**config.mk**
```make
export PLATFORM = sky130hd
export DESIGN_NAME = qpp_counter
export DESIGN_NICKNAME = d
export VERILOG_FILES = /design/src/hdl/quadrature_pid_position_axis_defines.svh /design/src/hdl/qpp_pkg.sv /design/src/hdl/qpp_counter.sv
export SDC_FILE = /design/constraint.sdc
export NUM_CORES = 1
export LEC_CHECK = 0
export BUFFER_PORTS_ARGS = -buffer_cell sky130_fd_sc_hd__clkbuf_2
export CAP_MARGIN = 40
export CORE_MARGIN = 2
export CORE_UTILIZATION = 62
export CTS_BUF_LIST = sky130_fd_sc_hd__clkbuf_8
export DETAILED_ROUTE_END_ITERATION = 8
export PLACE_DENSITY = 0.95
export RECOVER_POWER = 50
export SYNTH_ARGS = -nofsm -noshare
export SYNTH_HDL_FRONTEND = slang
export SYNTH_SLANG_ARGS = --single-unit
export TNS_END_PERCENT = 5
```
**constraint.sdc**
```tcl
create_clock -name clock -period 9 [get_ports clock]
set_input_delay 1.35 -clock clock [delete_from_list [all_inputs] [get_ports clock]]
set_output_delay 1.35 -clock clock [all_outputs]
set_load 0.01 [all_outputs]
```
**src/hdl/quadrature_pid_position_axis_defines.svh**
```systemverilog
// Assertion macros for the top-level file, which carries the concurrent checks.
`ifndef QUADRATURE_PID_POSITION_AXIS_DEFINES_SVH
`define QUADRATURE_PID_POSITION_AXIS_DEFINES_SVH

// Same-cycle implication, disabled while reset is high.
`define QPP_ASSERT_IMP(label, clk, rst, ante, cons) \
   label: assert property (@(posedge clk) disable iff (rst) (ante) |-> (cons)) \
      else $error("quadrature axis check failed");

// Next-cycle implication, disabled while reset is high.
`define QPP_ASSERT_NXT(label, clk, rst, ante, cons) \
   label: assert property (@(posedge clk) disable iff (rst) (ante) |=> (cons)) \
      else $error("quadrature axis check failed");

`endif

```
**src/hdl/qpp_pkg.sv**
```systemverilog
package qpp_pkg;

   localparam int POS_W   = 24;
   localparam int ERR_W   = 25;
   localparam int INTEG_W = 32;
   localparam int DIFF_W  = 26;
   localparam int GAIN_W  = 24;
   localparam int DUTY_W  = 8;
   localparam int SUM_W   = 58;

   localparam int REQ_DATA_W = 8;
   localparam int REQ_USER_W = 2;
   localparam int RSP_DATA_W = 64;
   localparam int CSR_IDX_W  = 3;
   localparam int CSR_DATA_W = 24;

   localparam int ERR_LIMIT = 16777215;

   typedef enum logic [1:0] {
      ACT_EDGE = 2'd0,
      ACT_TICK = 2'd1,
      ACT_MOVE = 2'd2,
      ACT_NONE = 2'd3
   } action_type;

   typedef enum logic [CSR_IDX_W-1:0] {
      CSR_REFERENCE = 3'd0,
      CSR_KP        = 3'd1,
      CSR_KI        = 3'd2,
      CSR_KD        = 3'd3,
      CSR_DUTY_MAX  = 3'd4
   } csr_index_type;

   typedef struct packed {
      logic signed [POS_W-1:0] reference_count;
      logic [GAIN_W-1:0]       kp_gain;
      logic [GAIN_W-1:0]       ki_gain;
      logic [GAIN_W-1:0]       kd_gain;
      logic [DUTY_W-1:0]       duty_max;
   } cfg_type;

   localparam cfg_type CFG_RESET = '{
      reference_count: 24'sd0,
      kp_gain:         24'd125577,
      ki_gain:         24'd628,
      kd_gain:         24'd125577,
      duty_max:        8'd100
   };

   // Item handed from the PID pipeline to the drive stage.
   typedef struct packed {
      action_type              action;
      logic [POS_W-1:0]        position;
      logic signed [ERR_W-1:0] err;
      logic signed [SUM_W-1:0] sum;
   } drive_item_type;

endpackage

```
**src/hdl/qpp_counter.sv**
```systemverilog
module qpp_counter
   import qpp_pkg::*;
#(
   parameter int COUNT_BITS = 24
) (
   input  logic                  clock,
   input  logic                  reset,
   input  logic                  in_valid,
   output logic                  in_ready,
   input  action_type            in_action,
   input  logic                  in_edge_on_b,
   input  logic                  in_level_a,
   input  logic                  in_level_b,
   output logic                  out_valid,
   input  logic                  out_ready,
   output action_type            out_action,
   output logic [COUNT_BITS-1:0] out_count
);

   logic                  valid_ff;
   action_type            action_ff;
   logic [COUNT_BITS-1:0] count_ff;
   logic [COUNT_BITS-1:0] count_in;
   logic                  up;
   logic                  load;

   // The stage register doubles as the count itself: it always holds the
   // count after the item it carries.
   assign in_ready = !valid_ff || out_ready;
   assign load     = in_valid && in_ready;
   assign up       = in_edge_on_b ? (in_level_a == in_level_b) : (in_level_a != in_level_b);
   assign count_in = up ? count_ff + 1'b1 : count_ff - 1'b1;

   always_ff @(posedge clock) begin
      if (reset) begin
         valid_ff <= 1'b0;
         count_ff <= '0;
      end else begin
         if (in_ready) begin
            valid_ff <= in_valid;
         end
         if (load && (in_action == ACT_EDGE)) begin
            count_ff <= count_in;
         end
      end
   end

   always_ff @(posedge clock) begin
      if (load) begin
         action_ff <= in_action;
      end
   end

   assign out_valid  = valid_ff;
   assign out_action = action_ff;
   assign out_count  = count_ff;

endmodule

```
After elaboration in Yosys (flattened, before gate mapping) --
Index checks and enable logic that the tools add are counted. Widths: inputs -> output; s select.
Storage, ports and cells: bits in registers 27, output and inout port bits 28
Cells by class: mux-type cells 2, reduce and logical (&&, ||, !) cells 5, add/subtract/negate cells 2, equal/unequal tests 2
Operators by type and width (count):
- $add 24x1->24 const B | 1
- $mux 24 | 1
- $sub 24x1->24 const B | 1
- $logic_and 1x1->1 | 2
- $logic_not 2->1 | 1
- $eq 1x1->1 | 1
- $logic_not 1->1 | 1
- $logic_or 1x1->1 | 1
- $mux 1 | 1
- $ne 1x1->1 | 1

Logic depth before layout (Yosys ltp) --
depth in word-level cells 4, mapped depth 12

Worst setup path before layout --
Ideal clock, no wire load.
kind input-to-reg, from input port in_edge_on_b, to register count_ff[18], in the netlist out_count[18], setup time 0.128 ns, cell stages on the path 12, required time 8.872 ns, setup slack 4.634 ns, buffers on the path 4, data arrival time 4.239 ns, cell sequence xor3_1 > clkbuf_1 > clkbuf_1 > xnor2_1 > ha_1 > clkbuf_1 > or4_4 > buf_6 > or4_4 > a21oi_2 > xnor2_1 > nor2_1
Between the ends: word-level cells in the longest chain between the ends 2
RTL lines:
- from (decl) | line qpp_counter.sv:11 | input logic in_edge_on_b,
- $mux 1 | line qpp_counter.sv:31 | assign up = in_edge_on_b ? (in_level_a == in_level_b) : (in_level_a != in_level_b);
- $mux 24 | line qpp_counter.sv:32 | assign count_in = up ? count_ff + 1'b1 : count_ff - 1'b1;
- to (signal assigned) | line qpp_counter.sv:43 | count_ff <= count_in;
- to (decl) | line qpp_counter.sv:22 | logic [COUNT_BITS-1:0] count_ff;
No other way between the ends. A chain may end at the register's enable or synchronous reset.

Worst setup path in the final report --
Ends and elaborated chain as after synthesis.

==> flow_metrics.py <==
metrics = {
    "yosys": {
        "yosys_register_bits": 27,
        "ys_warn_count": 0,
        "ys_types": 45,
        "ys_async_sr_fraction_pct": 0,
        "syn_avg_cell_area_um2": 7.55,
        "synthFlopType": "dfxtp_1",
        "yosys.area.top_type": "dfxtp_1",
        "synthCells": 253,
        "syn_area_um2": 1910,
        "synth_top_area_share_pct": 26.2,
        "synth_fp_nets": 263,
        "synth_edf_count": 2,
        "yosys-top-cells-area": "dfxtp_1 26%, nor2_1 7.5%, xnor2_1 6.9%",
        "synth.yosys.seq_area_share_pct": 29.3,
    },
    "detailed_routing": {
        "antenna_left": 0,
        "vias_per_cell": 6.62,
        "wire_per_inst_um": 16.1,
        "routed_wirelength_um": 4880,
        "drc": 0,
        "num_vias": 2007,
        "drtPass1Iterations": 5,
        "drtIter0Drc": 187,
    },
    "floorplan": {
        "die_area_um2": 3540,
        "io_pins": 37,
        "die_y_um": 59.5,
        "fp-row-count": 20,
        "design.core.area_um2": 3000,
        "start_util_pct": 63.6,
        "die_w_um": 59.5,
    },
    "worst_setup_path": {
        "crit_fanout": 23,
        "cp_top_family": "XOR/XNOR gates",
        "worstSetupEndpointType": "flip-flop",
        "crit_type": "primary input to flip-flop",
        "crit_chain": "clkbuf_2, xor3_1, xnor2_1, ha_1, or4_4, or4_4, a21oi_2, xnor2_1, nor2_1",
        "startpoint_type": "primary input",
        "path_buf_inv": 1,
        "critPathRequiredTime_ps": 9130,
        "cp.arrival_ps": 4320,
        "cpMaxStageDelayCell": "xor3_1",
        "cpPeakStageDelay_ps": 930,
    },
    "sta": {
        "worstMarginPinSlew_ps": 1120,
        "finalHoldViolCount": 0,
        "hold_ws_ps": 526,
        "drv_slew": 0,
        "max_freq_ghz": 0.239,
        "finalClockSkew_ps": 5.04,
        "finalSetupViolCount": 0,
        "timing.final.ws_setup_ps": 4810,
        "relSlewSlack_pct": 25.0,
        "rsz0062_at_grt": "false",
        "fin_crit_sh_pct": 46.6,
        "min_period_ps": 4190,
        "tns_ps": 0,
    },
    "placed_design": {
        "place_inst": 299,
        "gp_congestion": 0.948,
        "dpl-instance-area_um2": 2030,
        "portBuffers": 36,
        "dp_slack_ps": 4560,
        "dpl.hpwl_um": 3330,
    },
    "job": {
        "maxCapViolCount": 0,
    },
    "cts": {
        "cts_made_buffers": 3,
        "cts_hold_buf": 0,
        "htree_levels": 1,
        "clkTransAtPathRegs_ps": 90,
        "cts_setup_buffers": 0,
        "clock_sinks": 27,
        "clk_path_buf_depth": 2,
        "clk_latency_ps": 280,
        "root_buffer": "clkbuf_8",
        "cts_resized": 0,
        "tritoncts": "yes",
    },
    "power": {
        "leakage_nw": 0.704,
        "p_per_area_nw_per_um2": 146,
        "ir_drop_uv": 79.6,
    },
    "finish": {
        "layout.nets": 281,
        "fin_cells": 303,
        "drive_above_1_share_pct": 8.52,
        "syn2layout_area_growth_pct": 6.75,
        "diodes": 0,
        "nFillCells": 288,
        "final_common_cell": "nor2_1",
        "final_cell_mix": "38 x nor2_1, 25 x clkbuf_1, 25 x dfxtp_1",
        "design_area_um2": 2040,
    },
    "global_route": {
        "grt_pass1_wl_um": 7890,
        "overflow": 0,
        "grt_max_degree": 27,
        "antenna_found_initial": 0,
        "track_usage_pct": 28.6,
        "grt_pass1_vias": 1686,
    },
    "outcome": {
        "outcome": "complete, no violations",
    },
    "min_path": {
        "hp-class": "flip-flop to flip-flop",
    },
}
-- per-stage QoR --
step,utilization (%),power (mW)
detailed placement,67.5,0.227
CTS,69.0,0.295
floorplan,-,0.209
global placement,67.5,0.226
finish,67.9,0.297
global route,67.9,0.311
-- worst register-to-register path, cell delays in order (launching register included) --
cell,delay (ps)
dfxtp_1,400
or4_4,590
nor4_1,500
a221oi_1,280
a2111oi_0,600
o21ai_0,160
nor3b_1,160
-- synthesized netlist by cell type (6+ instances only) --
cell,count
xnor2_1,15
nand3_1,16
nand2_1,13
a21oi_1,14
nor4_1,13
nor3_1,11
nor2_1,38
clkbuf_1,18
dfxtp_1,25
xor2_1,6
or3_1,9
nand4_1,15
-- kinds of logic (layout without fill, tap and decap cells) --
| family | after synthesis | in the layout | share of synthesized area [%] |
|---|---|---|---|
| and+or+nand+nor | 142 | 142 | 39.9 |
| xor gates and xnor gates | 23 | 23 | 12.0 |
| AOI/OAI and AO/OA | 29 | 29 | 9.17 |
| DFF | 27 | 27 | 29.3 |
| muxes | 5 | 5 | 2.69 |
| adders and majority gates | 1 | 1 | 0.655 |
| buffers and inverters | 26 | 43 | 6.16 |
-- sequential cells by signal, indices dropped and copies added, names as in the netlist --
signal,flops
out_count,24
out_valid,1
out_action,2
-- final cells by class --
cell class                 instances  area (um2)  share of cell area, %
clock buffer                       3        41.3                   2.02
sequential                        27         561                   27.5
timing repair buffer              36         149                   7.30
tap                               33        41.3                   2.02
clock inverter                     1        3.75                  0.184
inverter                           3        11.3                  0.552
multi-input combinational        200        1230                   60.4
-- power breakdown --
part / switching, mW / leakage (nW) / internal, mW
Sequential: 0.0126 / 0.222 / 0.127
Clock: 0.0405 / 0.0269 / 0.0308
Combinational: 0.0495 / 0.455 / 0.0367
-- final timing paths --
check,startpoint,endpoint,slack [ps],depth (start not counted)
max,in_edge_on_b,out_count[18],4810,9
min,out_count[22],out_count[22],530,2
max reg2reg,out_count[1],out_count[15],6170,6
min reg2reg,out_count[22],out_count[22],530,2
-- per-layer routing --
| layer | global-route usage [%] | share of wire [%] | up-vias |
|---|---|---|---|
| met4 | 7.94 | 1.8 | 0 |
| met2 | 46.5 | 47 | 113 |
| met1 | 40.5 | 44 | 932 |
| met5 | 0 | 0 | - |
| met3 | 2.62 | 7.9 | 13 |
| li1 | - | - | 949 |
(Power assumes the default switching activity.)
