==> config.mk <==
export PLATFORM = sky130hd
export DESIGN_NAME = qpp_drive
export DESIGN_NICKNAME = d
export VERILOG_FILES = /design/src/hdl/quadrature_pid_position_axis_defines.svh /design/src/hdl/qpp_pkg.sv /design/src/hdl/qpp_drive.sv
export SDC_FILE = /design/constraint.sdc
export NUM_CORES = 1
export LEC_CHECK = 0
export CAP_MARGIN = 30
export CORE_ASPECT_RATIO = 1.25
export CORE_MARGIN = 5
export CORE_UTILIZATION = 55
export CTS_BUF_LIST = sky130_fd_sc_hd__clkbuf_8
export CTS_CLUSTER_DIAMETER = 100
export DETAILED_ROUTE_END_ITERATION = 10
export DONT_BUFFER_PORTS = 1
export HOLD_SLACK_MARGIN = 0.05
export PLACE_DENSITY = 0.77
export SYNTH_ARGS = -nofsm -noshare
export SYNTH_HDL_FRONTEND = slang
export SYNTH_SLANG_ARGS = --single-unit
==> constraint.sdc <==
create_clock -name clock -period 3.9 [get_ports clock]
set_input_delay 0.78 -clock clock [delete_from_list [all_inputs] [get_ports clock]]
set_output_delay 0.78 -clock clock [all_outputs]
set_load 0.005 [all_outputs]
==> src/hdl/quadrature_pid_position_axis_defines.svh <==
// Assertion macros for the top-level file, which carries the concurrent checks.
`ifndef QUADRATURE_PID_POSITION_AXIS_DEFINES_SVH
`define QUADRATURE_PID_POSITION_AXIS_DEFINES_SVH

// Same-cycle implication, disabled while reset is high.
`define QPP_ASSERT_IMP(label, clk, rst, ante, cons) \
   label: assert property (@(posedge clk) disable iff (rst) (ante) |-> (cons)) \
      else $error("quadrature axis check failed");

// Next-cycle implication, disabled while reset is high.
`define QPP_ASSERT_NXT(label, clk, rst, ante, cons) \
   label: assert property (@(posedge clk) disable iff (rst) (ante) |=> (cons)) \
      else $error("quadrature axis check failed");

`endif

==> src/hdl/qpp_pkg.sv <==
package qpp_pkg;

   localparam int POS_W   = 24;
   localparam int ERR_W   = 25;
   localparam int INTEG_W = 32;
   localparam int DIFF_W  = 26;
   localparam int GAIN_W  = 24;
   localparam int DUTY_W  = 8;
   localparam int SUM_W   = 58;

   localparam int REQ_DATA_W = 8;
   localparam int REQ_USER_W = 2;
   localparam int RSP_DATA_W = 64;
   localparam int CSR_IDX_W  = 3;
   localparam int CSR_DATA_W = 24;

   localparam int ERR_LIMIT = 16777215;

   typedef enum logic [1:0] {
      ACT_EDGE = 2'd0,
      ACT_TICK = 2'd1,
      ACT_MOVE = 2'd2,
      ACT_NONE = 2'd3
   } action_type;

   typedef enum logic [CSR_IDX_W-1:0] {
      CSR_REFERENCE = 3'd0,
      CSR_KP        = 3'd1,
      CSR_KI        = 3'd2,
      CSR_KD        = 3'd3,
      CSR_DUTY_MAX  = 3'd4
   } csr_index_type;

   typedef struct packed {
      logic signed [POS_W-1:0] reference_count;
      logic [GAIN_W-1:0]       kp_gain;
      logic [GAIN_W-1:0]       ki_gain;
      logic [GAIN_W-1:0]       kd_gain;
      logic [DUTY_W-1:0]       duty_max;
   } cfg_type;

   localparam cfg_type CFG_RESET = '{
      reference_count: 24'sd0,
      kp_gain:         24'd125577,
      ki_gain:         24'd628,
      kd_gain:         24'd125577,
      duty_max:        8'd100
   };

   // Item handed from the PID pipeline to the drive stage.
   typedef struct packed {
      action_type              action;
      logic [POS_W-1:0]        position;
      logic signed [ERR_W-1:0] err;
      logic signed [SUM_W-1:0] sum;
   } drive_item_type;

endpackage

==> src/hdl/qpp_drive.sv <==
module qpp_drive
   import qpp_pkg::*;
#(
   parameter int GAIN_FRAC_BITS = 24
) (
   input  logic                    clock,
   input  logic                    reset,
   input  logic [DUTY_W-1:0]       duty_max,
   input  logic                    in_valid,
   output logic                    in_ready,
   input  drive_item_type          in_item,
   output logic                    out_valid,
   input  logic                    out_ready,
   output logic [POS_W-1:0]        out_position,
   output logic signed [ERR_W-1:0] out_error,
   output logic [DUTY_W-1:0]       out_duty,
   output logic                    out_forward
);

   logic                    valid_ff;
   logic [POS_W-1:0]        pos_ff;
   logic signed [ERR_W-1:0] err_ff;
   logic [DUTY_W-1:0]       duty_ff;
   logic                    fwd_ff;
   logic [SUM_W-1:0]        mag;
   logic [SUM_W-1:0]        shifted;
   logic [DUTY_W-1:0]       duty_in;
   logic                    load;

   assign in_ready = !valid_ff || out_ready;
   assign load     = in_valid && in_ready;

   // Magnitude, drop the fraction bits, then clamp to the PWM range.
   always_comb begin
      mag     = in_item.sum[SUM_W-1] ? SUM_W'(-in_item.sum) : SUM_W'(in_item.sum);
      shifted = mag >> GAIN_FRAC_BITS;
      duty_in = (shifted > SUM_W'(duty_max)) ? duty_max : shifted[DUTY_W-1:0];
   end

   // The drive registers are the drive state: they only change on a tick, so
   // every other item reports the last tick's result.
   always_ff @(posedge clock) begin
      if (reset) begin
         valid_ff <= 1'b0;
         duty_ff  <= '0;
         fwd_ff   <= 1'b1;
      end else begin
         if (in_ready) begin
            valid_ff <= in_valid;
         end
         if (load && (in_item.action == ACT_TICK)) begin
            duty_ff <= duty_in;
            fwd_ff  <= !in_item.err[ERR_W-1];
         end
      end
   end

   always_ff @(posedge clock) begin
      if (load) begin
         pos_ff <= in_item.position;
         err_ff <= in_item.err;
      end
   end

   assign out_valid    = valid_ff;
   assign out_position = pos_ff;
   assign out_error    = err_ff;
   assign out_duty     = duty_ff;
   assign out_forward  = fwd_ff;

endmodule

Yosys cells after proc, flatten, opt, wreduce, memory -nomap -nowiden. Index checks and enable logic that the tools add are counted.

$lt $le $gt $ge: 1. Muxes and demuxes: 2. Add/sub/neg operators: 1. Reductions and logical operators: 5. Equality and inequality tests: 1.

Operator list (number): 58-bit 2-to-1 mux (1); 58-bit negator (1); 34-bit by 8-bit greater-than comparator with 1-bit output (1); 8-bit 2-to-1 mux (1); 2-bit by 1-bit == test with 1-bit output, second input constant (1); 1-bit logical AND (2); 1-bit zero test (2); 1-bit logical OR (1).

Word-level logic and storage cells: 15. Flip-flop bits (word level): 59. Output and inout bits: 60.

Longest topological paths before layout. Gate-level depths: netlist of run 1.

Depth in word-level cells: 4. Gate-level depth with buffers: 18. Mapped depth without buffers: 16.

Least setup slack after synthesis of run 1. OpenSTA, ideal clock, no wires.

Path kind: input-to-reg. Start: input port in_item[7] (netlist name). End: register duty_ff[1] (netlist: out_duty[1]). Stages on the path: 17. Setup slack: -137 ps. Library setup time: 62 ps. Arrival: 3975 ps. Data required time: 3838 ps. Cell sequence: nor4_1 nand3_1 or2_2 clkbuf_1 o41ai_1 xnor2_1 ha_1 nand3_1 a21o_1 a211oi_1 a21oi_1 o211ai_1 a2111oi_2 o311a_2 buf_6 a2111o_1 nand3_1.

Longest elaborated chain between the ends: 4.

Ends and longest elaborated chain: start, declared (line qpp_drive.sv:11) `input drive_item_type in_item,`; 58-bit negator * (line qpp_drive.sv:35) `mag = in_item.sum[SUM_W-1] ? SUM_W'(-in_item.sum) : SUM_W'(in_item.sum);`; 58-bit 2-to-1 mux * (line qpp_drive.sv:35); 34-bit by 8-bit greater-than comparator with 1-bit output (line qpp_drive.sv:37) `duty_in = (shifted > SUM_W'(duty_max)) ? duty_max : shifted[DUTY_W-1:0];`; 8-bit 2-to-1 mux * (line qpp_drive.sv:37); end signal, assigned (line qpp_drive.sv:52) `duty_ff <= duty_in;`; end, declared (line qpp_drive.sv:23) `logic [DUTY_W-1:0] duty_ff;`.

Every way passes the cells marked *; elsewhere a longest branch is shown, timed or not. A chain may end at the register's enable or synchronous reset.

Worst setup path after layout of run 1.
Start: input port in_item[13] (netlist name). End: register duty_ff[0] (netlist: out_duty[0]).

The elaborated chain is that of the path after synthesis.

==> qor.csv, run 1 <==
metric;value;unit
Max Clock Freq;256.4;MHz
GP Congestion;0.9643;
Leak;1.319;nW
gr ovfl total;0;
Cell Area, Placed;3568;sq um
Reg clk slew, reported paths;60;ps
DRC viols;0;
Slew @ Worst Pin;718.0;ps
VDD IR max;0.1914;mV
Site Rows;31;
initial core utilization;57.25;%
# clock sinks;59;
max incr delay on CP;400;ps
min Tclk post-route;3900;ps
Util after Layout;66.12;%
hold path startpoint;out_duty[6];
CTS tree;built;
Worst slew margin;51.99;%
endpoints failing hold;0;
hold path endpoint;out_duty[6];
Final period util;100.0;%
sequential area share after synthesis;49.85;%
design area;3872;sq um
final setup fails;1;
EDFF count, synth;49;
Setup Skew;5.078;ps
Layout area overhead;15.48;%
syn_area_per_cell;10.38;sq um
Clock Latency Late Sink;320;ps
Post-synth top flop;edfxtp_1;
Layout Nets;467;
worst slack at placement;-217.2;ps
largest net degree at the start of global routing;50;
Port Buffers;0;
worst hold slack;520.0;ps
die area;7768;sq um
HP Class;register to register;
Final Max Slew Viols;0;
core area;5857;sq um
Worst Path Required;4100;ps
fin worst setup slack;-0.1190;ps
outcome;finished with violations;
crit path DAT;4100;ps
first-pass GRT wire length;15150;um
capturing point of the worst reg2reg path;out_duty[2];
unique cell type count in the Yosys netlist;52;
total global-route track usage;25.31;%
slowest cell on the critical path;a2111oi_2;
DR WL/cell;23.31;um
diode count;0;
drt pass-1 iters;5;
Reg2Reg Setup Slack;1730;ps
mapped cell area;3353;sq um
Final HPWL DP;7958;um
die height;97.30;um
DR vias/cell;6.748;
pwr dens;358.4;nW/um^2
CP max FO;14;
hold depth;2;
asr flop ratio synth;0;%
vias;2868;
Chip Width;79.84;um
vias in the first global route;2873;
Critical Path Sink Type;register;
Setup Total Neg Slack;-0.1190;ps
routed wire length;9907;um
Worst R2R Start;out_valid;
max_cap viols;0;
Ys Warns;0;
Clock Path Buffers;2;
Cell Chain, Critical Path;nor4_2 > nand4_1 > or2_4 > o41ai_4 > xnor2_2 > ha_1 > a21o_1 > a21oi_2 > a211oi_2 > a21oi_1 > o211ai_1 > a2111oi_2 > o311a_2 > buf_12 > a2111o_1 > o211ai_2;
initial antenna violation count;0;
antenna-violating nets left;0;
Worst Setup Start Kind;primary input;
CTS root buf;clkbuf_8;
H-tree depth;3;
register bit count reported by yosys;59;
reg2reg path depth;6;
Post-Syn Nets;452;
RSZ-0062 raised after global routing;true;
Mapped Cells;323;
failing checks;negative setup slack;
CTS buffer count;9;
io pins;181;
Setup CP Type;primary input to register;
share of cells above drive strength 1;18.37;%
Detailed Route Iter0 Violations;182;
-- worst max-delay path by stage --
stage / start / endpoint / slack (ps) / cells past startpoint
after floorplan: in_item[16] / out_duty[1] / 0.4 / 17
after global placement: in_item[5] / out_duty[2] / -140 / 16
after detailed placement: in_item[5] / out_duty[0] / -220 / 17
after CTS: in_item[5] / out_duty[0] / 100 / 17
after global routing: in_item[13] / out_duty[0] / -180 / 16
final: in_item[13] / out_duty[0] / -0.1 / 16
-- critical path, delay by kind of cell --
kind	cells	cell delay, ps
AOI/OAI and AO/OA	10	1940
and+or+nand+nor	3	780
adders and majority gates	1	320
buffers and inverters	1	140
xor gates and xnor gates	1	130
-- registers in the layout, summed over array words and instances (netlist names) --
signal	flops
out_forward	1
out_position	24
out_duty	8
out_valid	1
out_error	25
-- kinds of logic (layout without fill, tap and decap cells) --
| kind of cell | count (synthesis) | in the layout | synth area share (%) |
|---|---|---|---|
| AND/OR/NAND/NOR | 138 | 138 | 22.95 |
| AO/OA/AOI/OAI | 73 | 73 | 17.17 |
| flip-flops | 59 | 59 | 49.85 |
| buffers and inverters | 35 | 55 | 4.403 |
| XOR/XNOR | 9 | 9 | 2.351 |
| adder cells (fa/ha/maj) | 8 | 8 | 2.985 |
| multiplexers | 1 | 1 | 0.2985 |
-- report_power, final --
part           internal (mW)  switching [mW]
registers              0.725          0.0187
logic                 0.0597          0.0705
clock network          0.306           0.208
total                   1.09           0.298
-- final cells by class --
type / instances / area, sq um
clock inverters: 6 / 56.30
multi-input cells: 229 / 1663
well taps: 82 / 102.6
inverters: 17 / 63.81
fillers: 454 / 1984
repair buffers: 22 / 177.7
flip-flops and latches: 59 / 1672
clock buffers: 10 / 137.6
-- cells in the mapped netlist, drive strengths merged (2+ instances only) --
library cell   n  area [sq um]
nand4         13         81.33
a21o           2         15.01
or3            6         42.54
or4           10         75.07
nand2         20         82.58
and3           2         12.51
a2111o         9         101.4
buf            3         27.52
or2            3         18.77
a31oi          3         18.77
edfxtp        49          1471
xnor2          9         78.83
nor4          14         93.84
nor2          23         86.33
o41ai          3         26.28
clkbuf        15         56.30
nand2b         3         18.77
dfxtp         10         200.2
o2111ai        3         26.28
o211ai         6         60.06
o221ai         5         43.79
a211o          2         17.52
a211oi         3         22.52
nor3          17         85.08
nand3b        11         82.58
nand3         13         65.06
ha             8         100.1
o31a           2         17.52
o31ai          3         22.52
o21ai          8         40.04
inv           16         60.06
a21oi         14         70.07
-- metal layers --
metal / track usage (%) / vias up / part of all wire [%]
met3: 8.998 / 31 / 11
met2: 46.43 / 181 / 54
met4: 13.65 / 0 / 4.2
met5: 0 / - / 0
li1: - / 1313 / -
met1: 23.67 / 1343 / 31
-- placed cells by master, fill, tap and decap left out, drive strengths merged, types with 2 or more instances in the layout --
master,Yosys,routed
o221ai,5,5
nand2,20,20
a31oi,3,3
nand3,13,13
a21o,2,2
edfxtp,49,49
nand2b,3,3
or3,6,6
nand3b,11,11
nor3,17,17
buf,3,22
and3,2,2
o41ai,3,3
o2111ai,3,3
ha,8,8
a211o,2,2
nand4,13,13
or4,10,10
o211ai,6,6
o21ai,8,8
a21oi,14,14
xnor2,9,9
o31a,2,2
a2111o,9,9
a211oi,3,3
or2,3,3
clkbuf,15,10
nor2,23,23
nor4,14,14
inv,16,17
clkinv,1,4
dfxtp,10,10
o31ai,3,3
-- stage by stage --
stage          total power, mW  instances
6_report                 1.388        425
5_1_grt                  1.453        425
4_1_cts                  1.395        424
3_5_place_dp            0.8804        408
3_3_place_gp            0.8751        408
2_1_floorplan           0.8556        323
-- timing repair --
item,CTS,global route
setup endpoints to repair,0,8
hold buffers,0,0
resized for setup,0,15
setup buffers,0,1
(Power assumes the default switching activity.)
==> inputs of run 2 (changes only) <==
- PLACE_DENSITY: 0.77 -> 0.74
- clock period: 3.9 -> 4.75 ns (I/O delays scaled with it)
==> qor.csv, run 2 (synthesis gave the netlist of run 1 again) <==
metric;value;unit
outcome;completed;
most frequent cells in the layout;49 x edfxtp_1, 23 x nor2_1, 19 x nand2_1;
crit path DAT;4320;ps
CTS root buf;clkbuf_8;
Setup Total Neg Slack;0;ps
DR WL/cell;22.69;um
hold depth;1;
pwr dens;296.2;nW/um^2
first-pass GRT wire length;14070;um
endpoints failing hold;0;
CP Depth;15;
initial core utilization;57.25;%
vias;2757;
DR vias/cell;6.774;
max_cap viols;0;
most frequent CP cell;a21oi_1;
Port Buffers;0;
reg2reg path depth;7;
Reg clk slew, reported paths;60;ps
most common cell after layout, fill and taps aside;edfxtp_1;
Buf/Inv on CP;0;
Detailed Route Iter0 Violations;152;
VDD IR max;0.1475;mV
Largest register FFs;25;
Clock Path Buffers;2;
core area;5857;sq um
slowest cell on the critical path;o311a_2;
CTS buffer count;9;
Leak;1.174;nW
max incr delay on CP;430;ps
GP Congestion;0.9399;
# clock sinks;59;
H-tree depth;3;
CTS resizes;0;
Worst Path Required;4940;ps
final setup fails;0;
antenna-violating nets left;0;
io pins;181;
die area;7768;sq um
Setup Skew;6.017;ps
Final HPWL DP;7494;um
gr ovfl total;0;
Final Max Slew Viols;0;
Setup CP Type;primary input to register;
Final period util;87.02;%
Critical Path Sink Type;register;
DRC viols;0;
CTS tree;built;
Worst Setup Start Kind;primary input;
RSZ-0062 raised after global routing;false;
vias in the first global route;2699;
CP max FO;14;
Layout Nets;449;
Site Rows;31;
Clock Latency Late Sink;320;ps
Slew @ Worst Pin;716.6;ps
diode count;0;
post-route non-filler standard cell count;407;
Setup Fix Bufs, Post-CTS;0;
drt pass-1 iters;4;
largest net degree at the start of global routing;51;
min Tclk post-route;4134;ps
Cell Chain, Critical Path;nor4_1 > nand3_1 > or2_2 > o41ai_1 > xnor2_1 > ha_1 > a21o_1 > a21oi_1 > a211oi_1 > a21oi_1 > o211ai_1 > a2111oi_2 > o311a_2 > a2111o_1 > o211ai_2;
Layout area overhead;6.269;%
initial antenna violation count;0;
die height;97.30;um
hold-fix buffers at CTS;0;
Chip Width;79.84;um
total global-route track usage;23.26;%
fill cell count;486;
crit-path leading delay family;compound AO/OA/AOI/OAI gates;
Worst slew margin;52.08;%
dpl cells;391;
share of cells above drive strength 1;9.231;%
routed wire length;9236;um
Max Clock Freq;241.9;MHz
HP Class;register to register;
[run 2: power breakdown]
part,switching [mW],leakage (nW),internal (mW)
Clock,0.173,0.0813,0.181
Sequential,0.0151,0.556,0.595
Combinational,0.0525,0.538,0.0392
Total,0.240,1.17,0.815
[run 2: worst reg2reg max path, stage by stage, from the launching register on]
cell and delay [ps]:
dfxtp_1 320, nand2b_1 140, and2_2 160, buf_4 480, nand3b_1 620, nor2_1 630
nand2_1 160, o211ai_2 170
[run 2: layout make-up]
type,instances,area [sq um],area share [%]
flip-flops and latches,59,1672,46.91
well taps,82,102.6,2.879
repair buffers,4,30.03,0.8427
clock inverters,7,36.28,1.018
inverters,17,63.81,1.791
multi-input cells,229,1535,43.08
clock buffers,9,123.9,3.476
[run 2: final timing paths]
path                from  slack (ps)     endpoint
min          out_forward         510  out_forward
min reg2reg  out_forward         510  out_forward
max           in_item[7]         620  out_duty[2]
max reg2reg    out_valid        2000  out_duty[2]
[run 2: per-stage QoR]
| step | cell area [sq um] | setup slack [ps] | power, mW | hold WS, ps | utilization [%] |
|---|---|---|---|---|---|
| 6_report | 3563 | 616.4 | 1.055 | 508.2 | 60.84 |
| 5_1_grt | 3563 | 281.6 | 1.110 | 535.8 | 60.84 |
| 4_1_cts | 3563 | 601.1 | 1.065 | 508.6 | 60.84 |
| 3_5_place_dp | 3403 | 281.9 | 0.7137 | 494.8 | 58.11 |
| 3_3_place_gp | 3403 | 444.2 | 0.7111 | 491.9 | 58.11 |
| 2_1_floorplan | 3353 | 542.7 | 0.7009 | 460.6 | - |
[run 2: metal layers]
metal / vias up / wire length, um / share of wire [%] / track usage, %
li1: 1287 / - / - / -
met1: 1299 / 3138 / 34 / 24.28
met2: 152 / 4915 / 53 / 41.61
met3: 19 / 933 / 10 / 7.143
met4: 0 / 249 / 2.7 / 10.79
met5: - / 0 / 0 / 0
